File: config.mk
export PLATFORM = sky130hd
export DESIGN_NAME = fir_mac
export DESIGN_NICKNAME = d
export VERILOG_FILES = /design/src/rtl/fir_pkg.sv /design/src/rtl/fir_mac.sv
export SDC_FILE = /design/constraint.sdc
export NUM_CORES = 1
export LEC_CHECK = 0
export ABC_AREA = 0
export CORE_UTILIZATION = 30
export CTS_CLUSTER_DIAMETER = 80
export DETAILED_ROUTE_END_ITERATION = 8
export DONT_BUFFER_PORTS = 1
export SYNTH_ARGS = -nofsm -noshare
export SYNTH_HDL_FRONTEND = slang
export SYNTH_SLANG_ARGS = --single-unit
File: constraint.sdc
create_clock -name clk -period 12.3 [get_ports clk]
set_input_delay 0.615 -clock clk [delete_from_list [all_inputs] [get_ports clk]]
set_output_delay 0.615 -clock clk [all_outputs]
set_load 0.01 [all_outputs]
File: src/rtl/fir_pkg.sv
package fir_pkg;

  localparam int DATA_W      = 16;
  localparam int IDX_W       = 10;
  localparam int SHIFT_W     = 5;
  localparam int SAMPLE_BITS = 16;
  localparam int FIR_TAPS    = 1024;

  localparam logic [SHIFT_W-1:0] SHIFT_RESET = SHIFT_W'(15);

  // action codes
  localparam logic ACT_TAP  = 1'b0;
  localparam logic ACT_PUSH = 1'b1;

  typedef struct packed {
    logic                     action;
    logic [IDX_W-1:0]         tap_index;
    logic signed [DATA_W-1:0] tap_value;
    logic signed [DATA_W-1:0] sample_value;
  } fir_in_t;

  typedef struct packed {
    logic signed [DATA_W-1:0] filtered_sample;
    logic                     saturated;
  } fir_out_t;

  typedef struct packed {
    logic                     shift_in;
    logic                     rotate;
    logic                     wr;
    logic [IDX_W-1:0]         wr_index;
    logic signed [DATA_W-1:0] wr_value;
  } fir_ctl_t;

endpackage

File: src/rtl/fir_mac.sv
module fir_mac import fir_pkg::*; #(
  parameter int TAPS = FIR_TAPS
) (
  input  logic                     clk,
  input  logic                     rst,
  input  logic                     clear,
  input  logic                     mac_en,
  input  logic                     round_en,
  input  logic signed [DATA_W-1:0] x,
  input  logic signed [DATA_W-1:0] h,
  input  logic [SHIFT_W-1:0]       shift,
  output fir_out_t                 res
);

  localparam int ACC_W = 2 * DATA_W + $clog2(TAPS) + 1;
  localparam int SUM_W = ((ACC_W > 32) ? ACC_W : 32) + 1;
  localparam logic signed [SUM_W-1:0] SAT_HI =
    SUM_W'((64'sd1 <<< (SAMPLE_BITS - 1)) - 64'sd1);
  localparam logic signed [SUM_W-1:0] SAT_LO =
    SUM_W'(-(64'sd1 <<< (SAMPLE_BITS - 1)));

  logic signed [2*DATA_W-1:0] prod;
  logic                       prod_v;
  logic signed [ACC_W-1:0]    acc;
  logic signed [SUM_W-1:0]    rnd;
  logic [SUM_W-1:0]           half;
  logic signed [SUM_W-1:0]    shifted;
  logic signed [SUM_W-1:0]    clipped;
  logic                       clip;

  // half of one output lsb, zero when no shift
  assign half = ({{(SUM_W-1){1'b0}}, 1'b1} << shift) >> 1;

  always_ff @(posedge clk) begin
    if (rst) begin
      prod_v <= 1'b0;
    end else begin
      prod_v <= mac_en;
    end
    if (mac_en) begin
      prod <= x * h;
    end
    if (clear) begin
      acc <= '0;
    end else if (prod_v) begin
      acc <= acc + ACC_W'(prod);
    end
    if (round_en) begin
      rnd <= SUM_W'(acc) + $signed(half);
    end
  end

  assign shifted = rnd >>> shift;

  always_comb begin
    clipped = shifted;
    clip    = 1'b0;
    if (shifted > SAT_HI) begin
      clipped = SAT_HI;
      clip    = 1'b1;
    end else if (shifted < SAT_LO) begin
      clipped = SAT_LO;
      clip    = 1'b1;
    end
    res.filtered_sample = clipped[DATA_W-1:0];
    res.saturated       = clip;
  end

endmodule

# Yosys cells after proc, flatten, opt, wreduce, memory -nomap -nowiden

Index checks and enable logic that the tools add are counted.
Widths: inputs -> output; s select.

Word-level logic and storage cells: 15
Output and inout bits: 17
Flip-flop bits (word level): 120
Input port bits: 42

$mul: 1
Shift-type cells: 2
Magnitude comparators: 2
Muxes and demuxes: 4
Add/sub/neg operators: 2

Operator list:

| operator             | number |
|---|---|
| $add 43x44->44       | 1 |
| $gt 44x16->1 const B | 1 |
| $lt 44x16->1 const B | 1 |
| $shl 1x5->44 const A | 1 |
| $sshr 44x5->44       | 1 |
| $add 43x32->43       | 1 |
| $mul 16x16->32       | 1 |
| $mux 16              | 2 |
| $mux 1               | 2 |

# Depth between registers and ports, before layout

Gate-level depths: netlist of the first run.

Depth in word-level cells: 4
Mapped depth: 25
Gate-level depth less buffers: 24

# Worst setup path after synthesis of the first run

OpenSTA, ideal clock, no wires.

Kind: in2reg
Start point: input x[15]
End point: register prod[30] (data pin)
Setup time: 0.258 ns
Arrival: 6.446 ns
Path slack: 5.596 ns
Data required time: 12.042 ns
Buffers on the path: 1
Cell stages on the path: 22
Path through: clkbuf_1 nand2_1 fa_1 inv_1 fa_1 inv_1 fa_1 inv_1 fa_1 fa_1 inv_1 fa_1 inv_1 ha_1 nand3_1 inv_1 a31oi_1 o21ai_0 a2111oi_0 o31ai_1 a21oi_1 xnor2_1

Word-level cells in the longest chain between the ends: 1

RTL lines:

| item                 | line          | source |
|---|---|---|
| start, declared      | fir_mac.sv:9  | `input logic signed [DATA_W-1:0] x,` |
| $mul 16x16->32       | fir_mac.sv:41 | `prod <= x * h;` |
| end signal, assigned | fir_mac.sv:41 |  |
| end, declared        | fir_mac.sv:22 | `logic signed [2*DATA_W-1:0] prod;` |

No other way between the ends.
A chain may end at the register's enable or synchronous reset.

# Worst setup path after layout of the first run

Start point: input h[5]
End point: register prod[30] (data pin)

Word-level cells in the longest chain between the ends: 1

RTL lines:

| item            | line          | source |
|---|---|---|
| start, declared | fir_mac.sv:10 | `input logic signed [DATA_W-1:0] h,` |
| $mul 16x16->32  | fir_mac.sv:41 |  |

No other way between the ends.

==> impl_summary.log, run 1 <==
[metrics] final wirelength: 47,400 µm
[metrics] warnings from Yosys: 0
[metrics] worst stage delay on the critical path: 0.96 ns
[metrics] fraction of registers with async set or reset after synthesis: 0%
[metrics] clock edge transition at the registers on the reported setup and hold paths: 0.06 ns
[metrics] placeable core region: 67,400 µm²
[metrics] worst-path cell chain: nand2_1, fa_1, inv_1, fa_1, inv_1, fa_1, inv_1, fa_1, fa_1, inv_1, fa_1, inv_1, ha_1, nand3_1, inv_1, a31oi_1, o21ai_0, a2111oi_0, o31ai_1, a21oi_1, xnor2_1
[metrics] initial cell density of the core: 30.5%
[metrics] vias in the first global route: 15,200
[metrics] remaining number of nets flagged by the antenna check after routing: 0
[metrics] Synthesized Nets: 2,760
[metrics] Yosys top cell by area: fa_1
[metrics] number of distinct library cells after synthesis: 79
[metrics] PostCTS Resize Cnt: 0
[metrics] worst endpoint required time: 12.49 ns
[metrics] TritonCTS clock tree: done
[metrics] Power Total: 0.00681 W
[metrics] crit path capture type: register
[metrics] layout net count: 2,689
[metrics] Final min period: 6.42 ns
[metrics] DR WL/cell: 15.2 µm
[metrics] clk buf depth: 2
[metrics] drt first pass iters: 5
[metrics] synthesized cell area: 20,500 µm²
[metrics] quantity of I/O buffers inserted on ports: 0
[metrics] part of the cycle the worst path needs: 52.2%
[metrics] unrepaired setup endpoints after global routing: no
[metrics] sequential element share of the synthesized area: 15.4%
[metrics] Static Leakage: 10.1 nW
[metrics] Post CTS Setup Buffer Count: 0
[metrics] total I/O pin count: 59
[metrics] worst-path maximum fanout: 16
[metrics] Synth area leaders: fa_1, edfxtp_1, ha_1
[metrics] global-route usage over all layers: 14.0%
[metrics] Layout Skew: 0.0125 ns
[metrics] horizontal die dimension: 264 µm
[metrics] remaining global-route overflow: 0
[metrics] final setup margin: 5.88 ns
[metrics] Chip Height: 264 µm
[metrics] final hold vios: 0
[metrics] final setup violation count: 0
[metrics] number of clock sinks seen by CTS: 120
[metrics] number of flops mapped to enable cells by yosys: 76
[metrics] DP Worst Slack: 5.36 ns
[metrics] Placement Rows: 95
[metrics] flip-flop and latch count after synthesis: 120
[metrics] die area: 69,500 µm²
[metrics] Pins Over Slew Limit: 0
[metrics] launching element type of the critical path: input port
[metrics] number of cells produced by synthesis: 2,299
[metrics] number of max-capacitance violations reported: 0
[metrics] layout-stage area growth over the synthesis result: 6.11%
[metrics] hold buffer count at CTS: 0
[metrics] CTS buffer count: 17
[metrics] setup_tns: 0 ns
[metrics] largest net degree at the start of global routing: 63
[metrics] Post-Synthesis Mean Instance Area: 8.93 µm²
[metrics] CTS root buffer: clkbuf_16
[metrics] worst-skew pair later-pin latency: 0.43 ns
[metrics] gpl congestion: 0.906
[metrics] Vias/cell: 4.86
[metrics] worst slew slack as a fraction of its limit: 31.4%
[metrics] Worst IR Drop VDD: 0.000302 V
[metrics] category of the most critical setup path: input port to register
[metrics] number of diodes added for antenna fixing: 0
[metrics] pin slew with the least headroom to its limit: 1.00 ns
[metrics] level count of the clock H-tree: 4
[metrics] fmax: 156 MHz
[metrics] # DRC: 0
[metrics] area share of the largest cell type after synthesis: 25.7%
[metrics] cell with the largest stage delay on the worst path: fa_1
[metrics] ys flop type: edfxtp_1
[metrics] share of layout cells above drive strength 1: 4.37%
[metrics] status: finished, final reports clean
[metrics] worst hold path class: input port to register
[metrics] number of antenna violations at the first check in global routing: 0
[metrics] Pwr Density: 313 nW/µm²
[metrics] global-route wire length before repair: 80,000 µm
[metrics] Critical Path AT: 6.61 ns
[metrics] Iter 0 DRT Violations: 872
[metrics] Final HPWL DP: 38,300 µm
[metrics] DR vias: 15,100
## cell families after synthesis
logic type               after synthesis  synth area share, %
adder cells (fa/ha/maj)              419                 35.2
buffers and inverters                465                 8.97
AO/OA/AOI/OAI                        399                 12.2
multiplexers                         121                 8.29
flip-flops                           120                 15.4
AND/OR/NAND/NOR                      676                 15.7
XOR/XNOR                              99                 4.22
## worst paths after layout
path / startpoint / end / slack, ns / depth (start not counted)
worst max register to register: prod[0] / acc[42] / 8.32 / 13
worst min register to register: acc[30] / acc[30] / 0.51 / 2
worst max-delay path: h[5] / prod[30] / 5.88 / 21
worst min-delay path: rst / prod_v / 0.24 / 1
## placed cells by master (no fill, tap or decap), types with 17 or more instances in the layout
cell / synthesis / routed
edfxtp_1: 76 / 76
xnor2_1: 67 / 67
nor2_1: 161 / 161
xor2_1: 32 / 32
mux2_2: 19 / 19
nor2b_1: 19 / 19
nand2b_1: 23 / 23
a211oi_1: 17 / 17
nand2_1: 230 / 230
mux4_2: 20 / 20
o21ai_0: 77 / 77
a21oi_1: 140 / 140
inv_1: 372 / 372
dfxtp_1: 44 / 43
ha_1: 155 / 155
clkbuf_16: 0 / 17
nor3_1: 25 / 25
and2_1: 123 / 123
a21o_1: 45 / 45
mux2i_1: 68 / 68
fa_1: 264 / 264
nand3_1: 31 / 31
## state kept, by name, summed over array words and instances, names as in the netlist
name / count
prod_v: 1
prod: 32
rnd: 44
acc: 43
## worst max-delay path: cells and delay by family
| kind | cells | cell delay [ns] |
|---|---|---|
| AND/OR/NAND/NOR | 2 | 0.25 |
| XOR/XNOR | 1 | 0.08 |
| adder cells (fa/ha/maj) | 7 | 3.97 |
| buffers and inverters | 6 | 0.49 |
| AO/OA/AOI/OAI | 5 | 1.21 |
## synthesized netlist by cell type (all sizes together), types with 14 or more instances
| cell | number |
|---|---|
| a211oi | 19 |
| edfxtp | 76 |
| inv | 374 |
| buf | 25 |
| nor2 | 162 |
| a21oi | 142 |
| ha | 155 |
| clkbuf | 66 |
| mux2i | 68 |
| mux2 | 20 |
| a21o | 45 |
| mux4 | 33 |
| o21a | 16 |
| o21ai | 82 |
| fa | 264 |
| nor3 | 26 |
| o21bai | 14 |
| nand3 | 31 |
| xor2 | 32 |
| dfxtp | 44 |
| and2 | 123 |
| xnor2 | 67 |
| nand2 | 230 |
| nor2b | 19 |
| and3 | 15 |
| nand2b | 23 |
## stage by stage
stage	cell area, µm²	std cells	utilization (%)	hold slack (ns)
2_1_floorplan	20500	2299	-	0.454
3_5_place_dp	21200	3082	31.5	0.503
4_1_cts	21800	3114	32.3	0.219
6_report	21800	3114	32.3	0.237
3_3_place_gp	21200	3082	31.5	0.505
5_1_grt	21800	3114	32.3	0.225
## per-layer routing
metal,share of wire (%),GRT usage [%],vias up
met2,44,21.9,340
met3,4.7,1.74,43
met1,50,20.5,7263
met5,0,0,-
li1,-,-,7476
met4,1.2,2.89,0
## where the power goes
part / internal [W] / switching, W / total [W]
combinational: 0.00239 / 0.00302 / 0.00540
clock: 0.000302 / 0.000197 / 0.000499
sequential: 0.000815 / 0.0000977 / 0.000913
## cell type report
type	count	area, µm²
fill	6960	45600
multi-input combinational	1714	15500
sequential	120	3160
inverter	374	1400
tap	873	1090
clock buffer	17	425
clock inverter	15	165
timing repair buffer	1	7.51
Power figures use the tool's default switching activity.
==> run 2: changes to the inputs <==
Clock period 12.3 ns to 5.9 ns, I/O delays scaled along.
==> run 2 against run 1 <==
Compared with the run above: routed wire length is 0.76% higher; core utilization rose by 0.62 points; global-route usage about the same; design area grew 1.9%; flip-flop and latch count stayed put; count of clock-buffer cells in the layout did not move; non-clock buffer count rose by 44; critical path type unchanged; critical endpoint unchanged.
==> impl_summary.log, run 2 (synthesis gave the netlist of run 1 again) <==
[metrics] status: finished, final reports clean
[metrics] TritonCTS clock tree: done
[metrics] global-route wire length before repair: 80,000 µm (about the same)
[metrics] Placement Rows: 95 (unchanged)
[metrics] cell with the largest stage delay on the worst path: fa_1
[metrics] initial cell density of the core: 30.5% (unchanged)
[metrics] clk buf depth: 2 (unchanged)
[metrics] Cells on Worst Hold Path: 2 (+1)
[metrics] crit path capture type: register
[metrics] worst-skew pair later-pin latency: 0.42 ns (about the same)
[metrics] pin slew with the least headroom to its limit: 1.07 ns (+0.0647 ns)
[metrics] final setup violation count: 0 (unchanged)
[metrics] number of clock sinks seen by CTS: 120 (unchanged)
[metrics] CTS root buffer: clkbuf_16
[metrics] Chip Height: 264 µm (unchanged)
[metrics] clock edge transition at the registers on the reported setup and hold paths: 0.06 ns (about the same)
[metrics] # DRC: 0 (unchanged)
[metrics] remaining number of nets flagged by the antenna check after routing: 0 (unchanged)
[metrics] largest net degree at the start of global routing: 63 (unchanged)
[metrics] Reg2Reg Launch Point: prod[0]
[metrics] quantity of I/O buffers inserted on ports: 0 (unchanged)
[metrics] Routed met3 length: 2450 µm (+8.8%)
[metrics] end of the worst hold path: acc[39]
[metrics] worst hold path class: input port to register
[metrics] global-route usage over all layers: 14.0% (+0.042 points)
[metrics] category of the most critical setup path: input port to register
[metrics] Layout Skew: 0.0122 ns (-0.000363 ns)
[metrics] drt first pass iters: 5 (unchanged)
[metrics] worst-path maximum fanout: 16 (unchanged)
[metrics] max FFs per register: 44 (unchanged)
[metrics] most frequent cells in the layout: inv_1, fa_1, nand2_1
[metrics] launching element type of the critical path: input port
[metrics] layout net count: 2,733 (+1.6%)
[metrics] number of diodes added for antenna fixing: 0 (unchanged)
[metrics] gpl congestion: 0.909 (+0.32%)
[metrics] worst endpoint required time: 6.06 ns (-6.43 ns)
[metrics] Most Frequent Cell on Critical Path: fa_1
[metrics] top layer used by detailed routing: met4
[metrics] Critical Path AT: 5.83 ns (-0.78 ns)
[metrics] Fin Hold WS: 0.113 ns (-0.124 ns)
[metrics] remaining global-route overflow: 0 (unchanged)
[metrics] layout-stage area growth over the synthesis result: 8.14%
[metrics] biggest regs: rnd: 44 flops, acc: 43 flops, prod: 32 flops
[metrics] level count of the clock H-tree: 4 (unchanged)
[metrics] Vias/cell: 4.86 (+0.15%)
[metrics] filler cell count: 6,965 (+0.072%)
[metrics] final hold vios: 0 (unchanged)
[metrics] number of antenna violations at the first check in global routing: 0 (unchanged)
[metrics] worst slew slack as a fraction of its limit: 26.9% (-4.4 points)
[metrics] CTS buffer count: 17 (unchanged)
[metrics] met2 wire length: 20,900 µm (+0.77%)
[metrics] worst hold start: clear
[metrics] worst-path cell chain: and2_1, fa_1, inv_1, fa_1, fa_1, fa_1, inv_1, fa_1, inv_1, fa_1, inv_1, ha_4, a41oi_1, o21ai_1, a21oi_1, nor3b_1, a21oi_2, a41oi_2, a2111oi_4, o31ai_1, a21oi_1, xnor2_1
[metrics] placeable core region: 67,400 µm² (unchanged)
[metrics] Final HPWL DP: 38,300 µm (about the same)
[metrics] Pins Over Slew Limit: 0 (unchanged)
[metrics] length of routed wiring on met1: 23,900 µm (about the same)
[metrics] Register-to-Register Setup Slack: 1.86 ns (-6.46 ns)
[metrics] Iter 0 DRT Violations: 903 (+3.6%)
[metrics] DR WL/cell: 15.1 µm (-0.64%)
[metrics] cells on worst reg2reg path: 13 (unchanged)
[metrics] most common library cell in the layout ignoring fill and taps: inv_1
[metrics] part of the cycle the worst path needs: 96.0%
[metrics] final wirelength: 47,800 µm (+0.76%)
[metrics] end of the worst register-to-register path: acc[42]
[metrics] horizontal die dimension: 264 µm (unchanged)
[metrics] vias in the first global route: 15,400 (+1.1%)
[metrics] total I/O pin count: 59 (unchanged)
[metrics] share of layout cells above drive strength 1: 6.56% (+2.2 points)
[metrics] die area: 69,500 µm² (unchanged)
[metrics] fmax: 177 MHz
[metrics] worst stage delay on the critical path: 0.57 ns (-0.39 ns)
[metrics] Reg with most FFs: rnd
[metrics] number of max-capacitance violations reported: 0 (unchanged)
[metrics] Final min period: 5.66 ns
[metrics] DR vias: 15,400 (+1.6%)
## run 2: repair_timing
item / CTS / global route
setup buffers: 0 / 0
gates resized for setup: 0 / 4
hold buffers: 7 / 0
endpoints found under the setup margin: 0 / 4
endpoints found under the hold margin: 99 / 0
## run 2: metal layers
layer  global-route usage [%]  vias to the layer above
met5                        0                        -
met4                     3.41                        0
met3                     1.92                       42
met2                     21.7                      388
met1                     20.4                     7375
li1                         -                     7553
## run 2: worst max-delay path, delay by kind of cell
| family | cells | cell delay (ns) |
|---|---|---|
| adders and majority gates | 7 | 3.33 |
| AOI/OAI and AO/OA | 8 | 1.61 |
| and+or+nand+nor | 2 | 0.25 |
| buffers and inverters | 4 | 0.23 |
| xor gates and xnor gates | 1 | 0.09 |
## run 2: worst max path at each step
stage | start | slack (ns) | end
finish | h[6] | 0.24 | prod[30]
global route | h[6] | -0.02 | prod[30]
CTS | h[6] | 0.13 | prod[30]
detailed placement | h[6] | -0.31 | prod[30]
global placement | h[6] | -0.26 | prod[30]
floorplan | h[5] | 0.01 | prod[30]
## run 2: layout make-up
type / instances / area [µm²] / area share [%]
Multi-Input combinational cell: 1714 / 15600 / 70.3
Sequential cell: 120 / 3160 / 14.2
Inverter: 374 / 1400 / 6.32
Tap cell: 873 / 1090 / 4.92
Clock buffer: 17 / 425 / 1.92
Timing Repair Buffer: 45 / 385 / 1.74
Clock inverter: 15 / 130 / 0.586
## run 2: through the flow
| step | setup TNS, ns | cells | utilization, % | setup WS (ns) | area [µm²] |
|---|---|---|---|---|---|
| CTS | 0 | 3158 | 32.9 | 0.126 | 22200 |
| detailed placement | -1.16 | 3119 | 31.9 | -0.312 | 21500 |
| floorplan | 0 | 2299 | - | 0.0135 | 20600 |
| global route | -0.0184 | 3158 | 32.9 | -0.0184 | 22200 |
| finish | 0 | 3158 | 32.9 | 0.236 | 22200 |
| global placement | -1.10 | 3119 | 31.9 | -0.264 | 21500 |
Power of run 2 is not shown: default switching activity piles up to over one toggle a cycle in this logic, so the estimate is an artifact.
