**config.mk**
```make
export PLATFORM = sky130hd
export DESIGN_NAME = fir_cell
export DESIGN_NICKNAME = d
export VERILOG_FILES = /design/src/rtl/fir_pkg.sv /design/src/rtl/fir_cell.sv
export SDC_FILE = /design/constraint.sdc
export NUM_CORES = 1
export LEC_CHECK = 0
export BUFFER_PORTS_ARGS = -buffer_cell sky130_fd_sc_hd__buf_2
export CAP_MARGIN = 20
export CORE_UTILIZATION = 41
export CTS_CLUSTER_SIZE = 30
export DETAILED_ROUTE_END_ITERATION = 10
export GPL_TIMING_DRIVEN = 1
export PLACE_DENSITY = 0.81
export SYNTH_ARGS = -nofsm -noshare
export SYNTH_HDL_FRONTEND = slang
export SYNTH_SLANG_ARGS = --single-unit
```
**constraint.sdc**
```tcl
create_clock -name clk -period 1.2 [get_ports clk]
set_input_delay 0 -clock clk [delete_from_list [all_inputs] [get_ports clk]]
set_output_delay 0 -clock clk [all_outputs]
set_load 0.02 [all_outputs]
```
**src/rtl/fir_pkg.sv**
```systemverilog
package fir_pkg;

  localparam int DATA_W      = 16;
  localparam int IDX_W       = 10;
  localparam int SHIFT_W     = 5;
  localparam int SAMPLE_BITS = 16;
  localparam int FIR_TAPS    = 1024;

  localparam logic [SHIFT_W-1:0] SHIFT_RESET = SHIFT_W'(15);

  // action codes
  localparam logic ACT_TAP  = 1'b0;
  localparam logic ACT_PUSH = 1'b1;

  typedef struct packed {
    logic                     action;
    logic [IDX_W-1:0]         tap_index;
    logic signed [DATA_W-1:0] tap_value;
    logic signed [DATA_W-1:0] sample_value;
  } fir_in_t;

  typedef struct packed {
    logic signed [DATA_W-1:0] filtered_sample;
    logic                     saturated;
  } fir_out_t;

  typedef struct packed {
    logic                     shift_in;
    logic                     rotate;
    logic                     wr;
    logic [IDX_W-1:0]         wr_index;
    logic signed [DATA_W-1:0] wr_value;
  } fir_ctl_t;

endpackage

```
**src/rtl/fir_cell.sv**
```systemverilog
module fir_cell import fir_pkg::*; #(
  parameter int unsigned IDX = 0
) (
  input  logic                     clk,
  input  logic                     rst,
  input  fir_ctl_t                 ctl,
  input  logic signed [DATA_W-1:0] prev_x,
  input  logic signed [DATA_W-1:0] next_x,
  input  logic signed [DATA_W-1:0] next_h,
  output logic signed [DATA_W-1:0] x,
  output logic signed [DATA_W-1:0] h
);

  logic hit;

  assign hit = ctl.wr && (32'(ctl.wr_index) == IDX);

  always_ff @(posedge clk) begin
    if (rst) begin
      x <= '0;
      h <= '0;
    end else begin
      if (ctl.shift_in) begin
        x <= prev_x;
      end else if (ctl.rotate) begin
        x <= next_x;
      end
      if (ctl.rotate) begin
        h <= next_h;
      end else if (hit) begin
        h <= ctl.wr_value;
      end
    end
  end

endmodule

```
## Word-level counts from Yosys, hierarchy flattened

Cells that the tools add are included.

- Flip-flop bits (word level): 32
- Input port bits: 79
- Logic and storage cells: 10

- Multiplexer cells: 4
- Reduce and logical (&&, ||, !) cells: 4

Operators with widths:

| operator | count |
|---|---|
| $mux W16 | 4 |
| $logic_not A10 Y1 | 1 |
| $reduce_bool A2 Y1 | 2 |
| $logic_and A1 B1 Y1 | 1 |

## Logic depth before layout (Yosys ltp)

Gate-level depths: netlist (run 1).

- Word-level depth: 4
- Depth in mapped cells: 4
- Mapped depth without buffers: 3

## Least setup slack after synthesis (run 1)

OpenSTA, ideal clock, no wires.

- Path type: in2reg
- Start point: in ctl[18] in the netlist's numbering
- End point: reg h[10]
- Setup time: 0.147 ns
- Arrival: 0.826 ns
- Required time: 1.053 ns
- Path slack: 0.228 ns
- Cell stages on the path: 4
- Path buffers: 1
- Path through: nor4b_4 -> a31o_2 -> buf_6 -> a221oi_2

- Cells in the longest elaborated chain, start to end: 3

Ends and longest elaborated chain:

| what | line | source |
|---|---|---|
| from (decl) | fir_cell.sv:6 | `input fir_ctl_t ctl,` |
| $logic_not A10 Y1 | fir_cell.sv:16 | `assign hit = ctl.wr && (32'(ctl.wr_index) == IDX);` |
| $logic_and A1 B1 Y1 | fir_cell.sv:16 |  |
| $reduce_bool A2 Y1 (no line) | n/a |  |
| to (signal assigned) | fir_cell.sv:29 | `h <= next_h;` |
| to (signal assigned) | fir_cell.sv:31 | `h <= ctl.wr_value;` |
| to (decl) | fir_cell.sv:11 | `output logic signed [DATA_W-1:0] h` |

Every way passes these cells.
A chain may end at the register's enable or synchronous reset.

==> tab_implementation.tex, run 1 <==
\begin{tabular}{lr}
\hline
Metric & Value \\
\hline
\multicolumn{2}{l}{\textbf{Floorplanning}} \\
Die X & 65.0 um \\
Number of primary I/O pins & 111 \\
Std-Cell Rows & 22 \\
Die Height & 65.0 um \\
Placeable core region & 3740 um2 \\
Die Footprint & 4230 um2 \\
Starting Density & 0.435 \\
\multicolumn{2}{l}{\textbf{Setup path}} \\
Maximum fanout count along the critical path & 2 \\
Buffers plus inverters on the worst setup path & 0 \\
R2R setup slack & 330 ps \\
Worst setup SP type & flip-flop \\
Slowest CP cell & sky130\_fd\_sc\_hd\_\_dfxtp\_1 \\
Signal arrival time at the worst endpoint & 1030 ps \\
Worst Setup Path Type & reg2reg \\
Worst flop-to-flop path startpoint & x[12]\$\_SDFFE\_PP0P\_ \\
Worst setup path start & x[12]\$\_SDFFE\_PP0P\_ \\
Logic depth of the worst path, buffers included & 3 \\
Delay of the slowest critical-path stage & 310 ps \\
Required time of the worst setup path & 1350 ps \\
Worst path top cell family by delay & multiplexers \\
Capture point of the worst reg-to-reg path & x[12]\$\_SDFFE\_PP0P\_ \\
Crit end category & flip-flop \\
Count of cells along the worst register-to-register path & 3 \\
Worst setup path endpoint & x[12]\$\_SDFFE\_PP0P\_ \\
Cell-by-cell trace of the critical path & mux2\_2 -> mux2i\_1 -> nor2\_1 \\
\multicolumn{2}{l}{\textbf{Global route}} \\
GRT Total Usage & 0.207 \\
Antenna violations before repair & 0 \\
Number of global-route vias before repair & 1644 \\
Overflow after GRT & 0 \\
Wire length of the first global-routing pass & 6780 um \\
Pin count of the biggest net entering global routing & 24 \\
\multicolumn{2}{l}{\textbf{Clocking}} \\
Clock Pin Slew Worst Setup and Hold Paths & 60 ps \\
Source-to-sink clock delay at the later pin of the worst-skew pair & 270 ps \\
Sinks on the clock net & 32 \\
Post CTS Setup Buffer Count & 0 \\
TritonCTS clock tree & built \\
Number of resized instances in the post-cts repair step & 0 \\
Cts bufs inserted & 5 \\
Buffer cell driving the clock tree root & sky130\_fd\_sc\_hd\_\_clkbuf\_8 \\
Number of buffers on the longest clock path & 2 \\
CTS HTree Levels & 2 \\
\multicolumn{2}{l}{\textbf{Pwr}} \\
Maximum VDD drop & 0.000673 V \\
Areal power density over the cells & 1070 nW/um2 \\
P\_leak & 1.28 nW \\
\multicolumn{2}{l}{\textbf{Timing}} \\
Final period util & 0.729 \\
Tmin final & 874 ps \\
Worst hold margin & 62.9 ps \\
Maximum frequency from static timing analysis & 1.14 GHz \\
Unrepaired setup endpoints after global routing & no \\
Final-report hold violation count & 0 \\
Worst slew margin relative to its limit & 0.689 \\
Sum Neg Setup Slack & 0 ps \\
Clock Skew & 0 ps \\
Max-slew violations & 0 \\
Transition time of the tightest slew-check pin & 467 ps \\
Setup-failing EPs final & 0 \\
\multicolumn{2}{l}{\textbf{Synth}} \\
Proportion of register bits with asynchronous set or reset after synthesis & 0 \\
Cell taking the most area after synthesis & sky130\_fd\_sc\_hd\_\_dfxtp\_1 \\
Most used standard cells in the synthesized netlist & 32 x sky130\_fd\_sc\_hd\_\_dfxtp\_1, 32 x sky130\_fd\_sc\_hd\_\_mux2i\_1, 32 x sky130\_fd\_sc\_hd\_\_nor2\_1 \\
Warning count from the yosys run & 0 \\
Synthesized Nets & 224 \\
Fraction of post-synthesis cell area in the top cell type by area & 0.394 \\
Mapped Cells & 145 \\
Count of flip-flops with a built-in enable after synthesis & 0 \\
Register bit count reported by yosys & 32 \\
Netlist cell types & 15 \\
Synth Cell Area & 1630 um2 \\
Leading register cell type out of synthesis & sky130\_fd\_sc\_hd\_\_dfxtp\_1 \\
Sequential area share after synthesis & 0.394 \\
Biggest area contributors in the synthesized netlist & sky130\_fd\_sc\_hd\_\_dfxtp\_1 39\%, sky130\_fd\_sc\_hd\_\_mux2i\_1 20\%, sky130\_fd\_sc\_hd\_\_mux2\_2 11\% \\
Avg Cell Area, Syn & 11.2 um2 \\
\multicolumn{2}{l}{\textbf{Routing}} \\
Number of nets with antenna violations after detailed routing & 0 \\
Detailed-routed wire length on met3 & 286 um \\
Iter 0 DRT Violations & 59 \\
Top Metal Used & met4 \\
Vias after detailed routing & 1585 \\
DRT Wirelength & 4060 um \\
Routed wire length per instance & 12.6 um \\
TritonRoute pass-1 iters & 4 \\
DRC & 0 \\
M1 wire length & 1580 um \\
Drt via density & 4.92 \\
Amount of wire on met2 after detailed routing & 2180 um \\
\multicolumn{2}{l}{\textbf{Place}} \\
Final Wtd Congestion & 0.697 \\
Total half-perimeter wirelength after legalization and detailed placement & 2940 um \\
Port buffer count & 110 \\
\multicolumn{2}{l}{\textbf{Cells and area}} \\
Area growth syn-to-layout & 54.5\% \\
Layout fillers & 329 \\
Area taken by flip-flops and latches & 641 um2 \\
Number of nets in the layout & 352 \\
Area of the multi-input gates & 911 um2 \\
Diode count & 0 \\
Layout cell share with drive strength beyond 1 & 0.566 \\
\multicolumn{2}{l}{\textbf{Worst hold path}} \\
Class of the worst hold path & in2reg \\
\multicolumn{2}{l}{\textbf{Run}} \\
Number of max-capacitance violations reported & 0 \\
\multicolumn{2}{l}{\textbf{Status}} \\
Status & complete, no violations \\
\hline
\end{tabular}
==> worst register-to-register path: stages, from the launching register on <==
cell	delay, ps
sky130_fd_sc_hd__dfxtp_1	310
sky130_fd_sc_hd__mux2_2	250
sky130_fd_sc_hd__mux2i_1	140
sky130_fd_sc_hd__nor2_1	60
==> logic make-up (layout without fill, tap and decap cells) <==
logic type	Yosys count	in the layout	share of synthesized area
mux	48	48	0.307
simple gates	36	36	0.118
flops	32	32	0.394
compound gates	17	17	0.134
buf+inv	12	141	0.0469
==> flip-flops by register name, summed over array words and instances (netlist names) <==
signal and cells:
h 16, x 16
==> stage by stage <==
| stage | area, um2 | instances | power (mW) | setup slack, ps | utilization |
|---|---|---|---|---|---|
| finish | 2510 | 322 | 2.68 | 326 | 0.672 |
| detailed placement | 2260 | 298 | 1.84 | 51.7 | 0.605 |
| global placement | 2260 | 298 | 1.83 | 109 | 0.605 |
| CTS | 2510 | 322 | 2.71 | 317 | 0.672 |
| floorplan | 1630 | 145 | 1.57 | 228 | - |
| global route | 2510 | 322 | 2.84 | 257 | 0.672 |
==> final cells by class <==
| cell class | instances | area share |
|---|---|---|
| Clock buffer | 8 | 0.0358 |
| Multi-Input combinational cell | 101 | 0.362 |
| Sequential cell | 32 | 0.255 |
| Tap cell | 48 | 0.0239 |
| Timing Repair Buffer | 133 | 0.323 |
==> what timing repair did <==
action                                 in CTS  in global routing
endpoints found under the hold margin      16                  0
setup endpoints to repair                   0                  0
hold buffers                               16                  0
==> cell usage in the layout, fill, tap and decap left out, types with 3 or more instances in the layout <==
| master | synthesis | final |
|---|---|---|
| sky130_fd_sc_hd__dlygate4sd3_1 | 0 | 16 |
| sky130_fd_sc_hd__clkbuf_8 | 0 | 6 |
| sky130_fd_sc_hd__dfxtp_1 | 32 | 32 |
| sky130_fd_sc_hd__a221oi_2 | 11 | 11 |
| sky130_fd_sc_hd__buf_4 | 1 | 3 |
| sky130_fd_sc_hd__mux2_2 | 16 | 16 |
| sky130_fd_sc_hd__nor2_1 | 32 | 32 |
| sky130_fd_sc_hd__a221oi_1 | 5 | 5 |
| sky130_fd_sc_hd__buf_12 | 0 | 4 |
| sky130_fd_sc_hd__buf_2 | 4 | 110 |
| sky130_fd_sc_hd__mux2i_1 | 32 | 32 |
==> routing by layer <==
layer | GRT usage | up-vias
met3 | 0.0599 | 2
li1 | - | 789
met1 | 0.214 | 725
met5 | 0 | -
met4 | 0.0408 | 0
met2 | 0.408 | 69
==> worst min path at each step <==
| stage | from | endpoint | depth (start not counted) |
|---|---|---|---|
| after floorplan | rst | h[0]$_SDFFE_PP0P_ | 1 |
| after global placement | prev_x[0] | x[0]$_SDFFE_PP0P_ | 3 |
| after detailed placement | prev_x[14] | x[14]$_SDFFE_PP0P_ | 3 |
| after CTS | ctl[21] | h[15]$_SDFFE_PP0P_ | 4 |
| after global routing | ctl[21] | h[15]$_SDFFE_PP0P_ | 4 |
| final | ctl[21] | h[15]$_SDFFE_PP0P_ | 4 |
==> where the power goes <==
| group | internal, mW | total, mW | switching [mW] | leakage (nW) |
|---|---|---|---|---|
| combinational | 0.348 | 0.679 | 0.330 | 0.965 |
| sequential | 1.14 | 1.18 | 0.0354 | 0.266 |
| clock | 0.467 | 0.824 | 0.356 | 0.0455 |
| total | 1.96 | 2.68 | 0.722 | 1.28 |
(Power assumes the default switching activity.)
==> inputs of run 2 (changes only) <==
CORE_UTILIZATION = 37   (was 41)
PLACE_DENSITY = 0.78   (was 0.81)
clock period = 0.8 ns   (was 1.2 ns; I/O delays follow)
==> run 2 against run 1 <==
  * The run now ends with negative setup slack left
  * Worst setup slack worse by 440 ps
  * Final cell count up 4.7%
  * Routed wire length up 22%
  * Flip-flop and latch count unchanged
==> tab_implementation.tex, run 2 (synthesis gave the netlist of run 1 again) <==
\begin{tabular}{lr}
\hline
Metric & Value \\
\hline
\multicolumn{2}{l}{\textbf{Global route}} \\
Met1 track demand over resource in global routing & 0.163 \\
Pin count of the biggest net entering global routing & 33 \\
Wire length of the first global-routing pass & 6050 um \\
GR met2 Demand/Resource & 0.363 \\
Highest-utilization routing layer at the global route stage & met2 \\
Number of global-route vias before repair & 1485 \\
Overflow after GRT & 0 \\
GRT Total Usage & 0.178 \\
Antenna violations before repair & 0 \\
Global routing usage on met3 & 0.0467 \\
\multicolumn{2}{l}{\textbf{Timing}} \\
Maximum frequency from static timing analysis & 1.09 GHz \\
Transition time of the tightest slew-check pin & 346 ps \\
Final period util & 1.14 \\
Setup-failing EPs final & 32 \\
Unrepaired setup endpoints after global routing & yes \\
Tmin final & 915 ps \\
Clock Skew & 0 ps \\
Worst hold margin & 84.5 ps \\
Max-slew violations & 0 \\
Setup ws final & -115 ps \\
Final-report hold violation count & 0 \\
Worst slew margin relative to its limit & 0.768 \\
\multicolumn{2}{l}{\textbf{Setup path}} \\
Maximum fanout count along the critical path & 6 \\
Worst Setup Path Type & in2reg \\
Required time of the worst setup path & 950 ps \\
Worst setup SP type & input port \\
Worst flop-to-flop path startpoint & x[9]\$\_SDFFE\_PP0P\_ \\
Signal arrival time at the worst endpoint & 1070 ps \\
Worst setup path start & ctl[21] \\
Crit end category & flip-flop \\
\multicolumn{2}{l}{\textbf{Floorplanning}} \\
Starting Density & 0.396 \\
Number of primary I/O pins & 111 \\
Placeable core region & 4120 um2 \\
Std-Cell Rows & 23 \\
Die Footprint & 4670 um2 \\
Die Height & 68.3 um \\
Die X & 68.3 um \\
\multicolumn{2}{l}{\textbf{Place}} \\
Instance area after placement & 2350 um2 \\
Final Wtd Congestion & 0.683 \\
Port buffer count & 110 \\
Total half-perimeter wirelength after legalization and detailed placement & 3030 um \\
\multicolumn{2}{l}{\textbf{Pwr}} \\
Areal power density over the cells & 1460 nW/um2 \\
Clock Power Share & 0.276 \\
Maximum VDD drop & 0.00107 V \\
Combinational power share & 0.289 \\
Net switching fraction of the power & 0.280 \\
P\_leak & 1.42 nW \\
Sequential share of power & 0.435 \\
Internal power summed over all cells & 2.96 mW \\
P\_sw & 1.15 mW \\
\multicolumn{2}{l}{\textbf{Cells and area}} \\
Share of the core filled with cells in the final layout & 0.684 \\
Post-Layout Inst Area & 2810 um2 \\
Diode count & 0 \\
Most frequent cells in the layout & 93 x sky130\_fd\_sc\_hd\_\_buf\_2, 32 x sky130\_fd\_sc\_hd\_\_mux2i\_1, 32 x sky130\_fd\_sc\_hd\_\_nor2\_1, 24 x sky130\_fd\_sc\_hd\_\_buf\_4, 19 x sky130\_fd\_sc\_hd\_\_dfxtp\_2 \\
Largest registers & h: 16 flops, x: 16 flops \\
Leading cell type in the layout, fill and taps excluded & sky130\_fd\_sc\_hd\_\_buf\_2 \\
Area growth syn-to-layout & 72.9\% \\
Layout cell share with drive strength beyond 1 & 0.666 \\
Number of nets in the layout & 366 \\
Layout fillers & 314 \\
\multicolumn{2}{l}{\textbf{Worst hold path}} \\
Class of the worst hold path & in2reg \\
Startpoint of the lowest-slack hold path & next\_x[6] \\
\multicolumn{2}{l}{\textbf{Routing}} \\
Number of nets with antenna violations after detailed routing & 0 \\
Routed wire length per instance & 14.7 um \\
Vias after detailed routing & 1666 \\
DRT Wirelength & 4950 um \\
Iter 0 DRT Violations & 83 \\
Drt via density & 4.94 \\
DRC & 0 \\
TritonRoute pass-1 iters & 4 \\
\multicolumn{2}{l}{\textbf{Clocking}} \\
Cts bufs inserted & 5 \\
Sinks on the clock net & 32 \\
Buffer cell driving the clock tree root & sky130\_fd\_sc\_hd\_\_clkbuf\_8 \\
Clock Pin Slew Worst Setup and Hold Paths & 60 ps \\
TritonCTS clock tree & built \\
CTS HTree Levels & 2 \\
Source-to-sink clock delay at the later pin of the worst-skew pair & 280 ps \\
Number of buffers on the longest clock path & 2 \\
\multicolumn{2}{l}{\textbf{Run}} \\
Number of max-capacitance violations reported & 0 \\
\multicolumn{2}{l}{\textbf{Status}} \\
Violations in the final reports & negative setup slack \\
Status & finished with violations \\
\hline
\end{tabular}
[run 2: critical path, cell delays in order]
cell and delay (ps):
sky130_fd_sc_hd__buf_6 100, sky130_fd_sc_hd__nor4_4 380, sky130_fd_sc_hd__buf_4 180, sky130_fd_sc_hd__a31o_4 190, sky130_fd_sc_hd__clkbuf_16 160, sky130_fd_sc_hd__a221oi_2 50
[run 2: per-layer routing]
layer / routed length, um / up-vias
met5: 0 / -
met4: 32 / 0
met3: 289 / 5
met2: 2770 / 68
met1: 1860 / 780
li1: - / 813
[run 2: path summary, 6_finish.rpt]
path / endpoint / slack, ps / depth (start not counted)
max: h[9]$_SDFFE_PP0P_ / -120 / 6
min: x[6]$_SDFFE_PP0P_ / 80 / 4
max reg2reg: x[9]$_SDFFE_PP0P_ / -90 / 3
min reg2reg: h[15]$_SDFFE_PP0P_ / 540 / 2
[run 2: timing repair]
action,CTS,global route
endpoints found under the hold margin,16,0
hold buffers,16,0
gates cloned,0,2
resized for setup,4,24
endpoints found under the setup margin,35,42
setup buffers,1,6
pin swaps,1,13
[run 2: power by group through the flow]
stage	combinational, mW	sequential [mW]	clock [mW]
2_1_floorplan	0.424	1.96	0
3_3_place_gp	0.982	1.81	0
3_5_place_dp	1.00	1.82	0
4_1_cts	1.07	1.78	1.17
6_report	1.19	1.79	1.13
5_1_grt	1.27	1.80	1.23
[run 2: cell type report]
type	instances	area [um2]	share of cell area
Multi-Input combinational cell	101	957	0.340
Clock inverter	1	5.00	0.00178
Tap cell	50	62.6	0.0222
Timing Repair Buffer	147	1050	0.374
Sequential cell	32	664	0.236
Clock buffer	6	72.6	0.0258
[run 2: stage by stage]
step | cells | setup slack [ps] | TNS [ps] | power [mW]
final | 337 | -115 | -2330 | 4.11
after CTS | 329 | -73.3 | -1010 | 4.02
after global placement | 305 | -368 | -7580 | 2.79
after floorplan | 145 | -136 | -2920 | 2.38
after global routing | 337 | -132 | -3150 | 4.30
after detailed placement | 305 | -425 | -8470 | 2.82
==> inputs of run 3 (changes only) <==
--- a/config.mk
+++ b/config.mk
@@ -13,3 +13,3 @@
 export GPL_TIMING_DRIVEN = 1
-export PLACE_DENSITY = 0.78
+export PLACE_DENSITY = 0.76
 export SYNTH_ARGS = -nofsm -noshare
==> constraint.sdc (replaced) <==
create_clock -name clk -period 0.8 [get_ports clk]
set_input_delay 0.04 -clock clk [delete_from_list [all_inputs] [get_ports clk]]
set_output_delay 0.04 -clock clk [all_outputs]
set_load 0.02 [all_outputs]
==> run 3 against run 2 <==
  * Via count fell by 1.9%
  * Critical path type is now reg2reg
  * First-iteration DRC count did not move
  * Final area grew 2.6%
  * Critical endpoint is now x[2]$_SDFFE_PP0P_
  * Critical path depth is 3 lower
  * Global-route usage is 2.7 points higher
  * Clock power hardly changed
  * Worst setup slack got worse by 5.7 ps
  * The run still ends with negative setup slack left
  * Highest routed layer unchanged
  * Routed wire length shrank 1.5%
  * Non-clock buffer count down 16
  * Flip-flop and latch count stayed put
  * Die area did not move
==> tab_implementation.tex, run 3 (synthesis gave the netlist of run 1 again) <==
\begin{tabular}{lr}
\hline
Metric & Value \\
\hline
\multicolumn{2}{l}{\textbf{Clocking}} \\
Sinks on the clock net & 32 \\
Source-to-sink clock delay at the later pin of the worst-skew pair & 270 ps \\
Clock Pin Slew Worst Setup and Hold Paths & 60 ps \\
Number of buffers on the longest clock path & 2 \\
Buffer cell driving the clock tree root & sky130\_fd\_sc\_hd\_\_clkbuf\_8 \\
TritonCTS clock tree & built \\
Cts bufs inserted & 5 \\
CTS HTree Levels & 2 \\
\multicolumn{2}{l}{\textbf{Global route}} \\
Antenna violations before repair & 0 \\
Number of global-route vias before repair & 1517 \\
Wire length of the first global-routing pass & 6890 um \\
GRT Total Usage & 0.205 \\
Pin count of the biggest net entering global routing & 21 \\
Overflow after GRT & 0 \\
\multicolumn{2}{l}{\textbf{Timing}} \\
Setup-failing EPs final & 32 \\
Transition time of the tightest slew-check pin & 290 ps \\
Setup ws final & -121 ps \\
Clock Skew & 0 ps \\
Unrepaired setup endpoints after global routing & yes \\
Worst slew margin relative to its limit & 0.801 \\
Max-slew violations & 0 \\
Tmin final & 921 ps \\
Worst hold margin & 5.11 ps \\
Maximum frequency from static timing analysis & 1.09 GHz \\
Final-report hold violation count & 0 \\
Final period util & 1.15 \\
\multicolumn{2}{l}{\textbf{Pwr}} \\
Final total power & 4.22 mW \\
P\_leak & 1.41 nW \\
Maximum VDD drop & 0.00108 V \\
Areal power density over the cells & 1460 nW/um2 \\
\multicolumn{2}{l}{\textbf{Status}} \\
Status & finished with violations \\
Violations in the final reports & negative setup slack \\
\multicolumn{2}{l}{\textbf{Setup path}} \\
Crit end category & flip-flop \\
Required time of the worst setup path & 960 ps \\
Worst setup path start & x[2]\$\_SDFFE\_PP0P\_ \\
Worst Setup Path Type & reg2reg \\
Signal arrival time at the worst endpoint & 1080 ps \\
Capture point of the worst reg-to-reg path & x[2]\$\_SDFFE\_PP0P\_ \\
Worst flop-to-flop path startpoint & x[2]\$\_SDFFE\_PP0P\_ \\
R2R setup slack & -120 ps \\
Maximum fanout count along the critical path & 2 \\
Worst setup SP type & flip-flop \\
Count of cells along the worst register-to-register path & 3 \\
\multicolumn{2}{l}{\textbf{Place}} \\
DP Worst Slack & -449 ps \\
Port buffer count & 110 \\
Instance area after placement & 2340 um2 \\
Final Wtd Congestion & 0.697 \\
Total half-perimeter wirelength after legalization and detailed placement & 3090 um \\
\multicolumn{2}{l}{\textbf{Cells and area}} \\
Post-Layout Inst Area & 2890 um2 \\
Layout cell share with drive strength beyond 1 & 0.743 \\
Largest registers & h: 16 flops, x: 16 flops \\
Share of the core filled with cells in the final layout & 0.702 \\
Most frequent cells in the layout & 75 x sky130\_fd\_sc\_hd\_\_buf\_2, 34 x sky130\_fd\_sc\_hd\_\_buf\_6, 32 x sky130\_fd\_sc\_hd\_\_mux2i\_1, 32 x sky130\_fd\_sc\_hd\_\_nor2\_1, 32 x sky130\_fd\_sc\_hd\_\_dfxtp\_2 \\
Area growth syn-to-layout & 77.4\% \\
Diode count & 0 \\
Leading cell type in the layout, fill and taps excluded & sky130\_fd\_sc\_hd\_\_buf\_2 \\
Number of nets in the layout & 351 \\
\multicolumn{2}{l}{\textbf{Floorplanning}} \\
Starting Density & 0.396 \\
Die Height & 68.3 um \\
Die Footprint & 4670 um2 \\
Number of primary I/O pins & 111 \\
Die X & 68.3 um \\
Placeable core region & 4120 um2 \\
Std-Cell Rows & 23 \\
\multicolumn{2}{l}{\textbf{Worst hold path}} \\
Startpoint of the lowest-slack hold path & prev\_x[13] \\
Cell count of the worst hold path & 3 \\
Class of the worst hold path & in2reg \\
Worst min-delay path endpoint & x[13]\$\_SDFFE\_PP0P\_ \\
\multicolumn{2}{l}{\textbf{Routing}} \\
DRT Wirelength & 4870 um \\
Vias after detailed routing & 1634 \\
Iter 0 DRT Violations & 83 \\
DRC & 0 \\
Routed wire length per instance & 15.1 um \\
Drt via density & 5.07 \\
Number of nets with antenna violations after detailed routing & 0 \\
TritonRoute pass-1 iters & 4 \\
\multicolumn{2}{l}{\textbf{Run}} \\
Number of max-capacitance violations reported & 0 \\
\hline
\end{tabular}
==> run 3: cell types whose count changed in the layout (fill, tap and decap cells not counted), sizes merged <==
cell / before / now
dlygate4sd3: 16 / 5
a31o: 1 / 2
buf: 129 / 126
clkbuf: 8 / 6
==> run 3: how the worst max path moves through the flow <==
stage | endpoint | slack [ps] | cells past startpoint
3_5_place_dp | h[0]$_SDFFE_PP0P_ | -450 | 4
2_1_floorplan | h[11]$_SDFFE_PP0P_ | -180 | 4
5_1_grt | x[2]$_SDFFE_PP0P_ | -150 | 3
3_3_place_gp | h[2]$_SDFFE_PP0P_ | -410 | 4
4_1_cts | x[2]$_SDFFE_PP0P_ | -90 | 3
6_report | x[2]$_SDFFE_PP0P_ | -120 | 3
==> run 3: power by group <==
| group | switching, mW | total [mW] | internal (mW) |
|---|---|---|---|
| registers | 0.0829 | 1.82 | 1.74 |
| logic | 0.549 | 1.25 | 0.706 |
| clock network | 0.558 | 1.15 | 0.591 |
| total | 1.19 | 4.22 | 3.03 |
==> run 3: timing repair <==
item / CTS / global route
setup endpoints to repair: 54 / 60
setup buffers: 5 / 0
hold buffers: 4 / 1
gates resized for setup: 53 / 47
endpoints found under the hold margin: 4 / 1
pin swaps: 14 / 14
gates cloned: 2 / 0
==> run 3: layer usage <==
| metal | up-vias | GRT usage | share of wire |
|---|---|---|---|
| met2 | 73 | 0.377 | 0.54 |
| met3 | 8 | 0.0500 | 0.058 |
| met5 | - | 0 | 0 |
| li1 | 789 | - | - |
| met4 | 0 | 0.0859 | 0.016 |
| met1 | 764 | 0.218 | 0.38 |
==> run 3: worst max-delay path, cell delays in order, from the launching register on <==
cell and delay [ps]:
sky130_fd_sc_hd__dfxtp_2 330, sky130_fd_sc_hd__mux2_4 260, sky130_fd_sc_hd__mux2i_1 160, sky130_fd_sc_hd__nor2_1 60
==> run 3: through the flow <==
| step | TNS [ps] | cells |
|---|---|---|
| after detailed placement | -8990 | 303 |
| after CTS | -1590 | 321 |
| after global routing | -3510 | 322 |
| after floorplan | -3560 | 145 |
| final | -2250 | 322 |
| after global placement | -8260 | 303 |
==> run 3: layout make-up <==
class / instances / area, um2
fill: 302 / 1230
timing repair buffer: 131 / 1040
clock buffer: 6 / 72.6
tap: 50 / 62.6
sequential: 32 / 681
multi-input combinational: 102 / 1020
clock inverter: 1 / 5.00
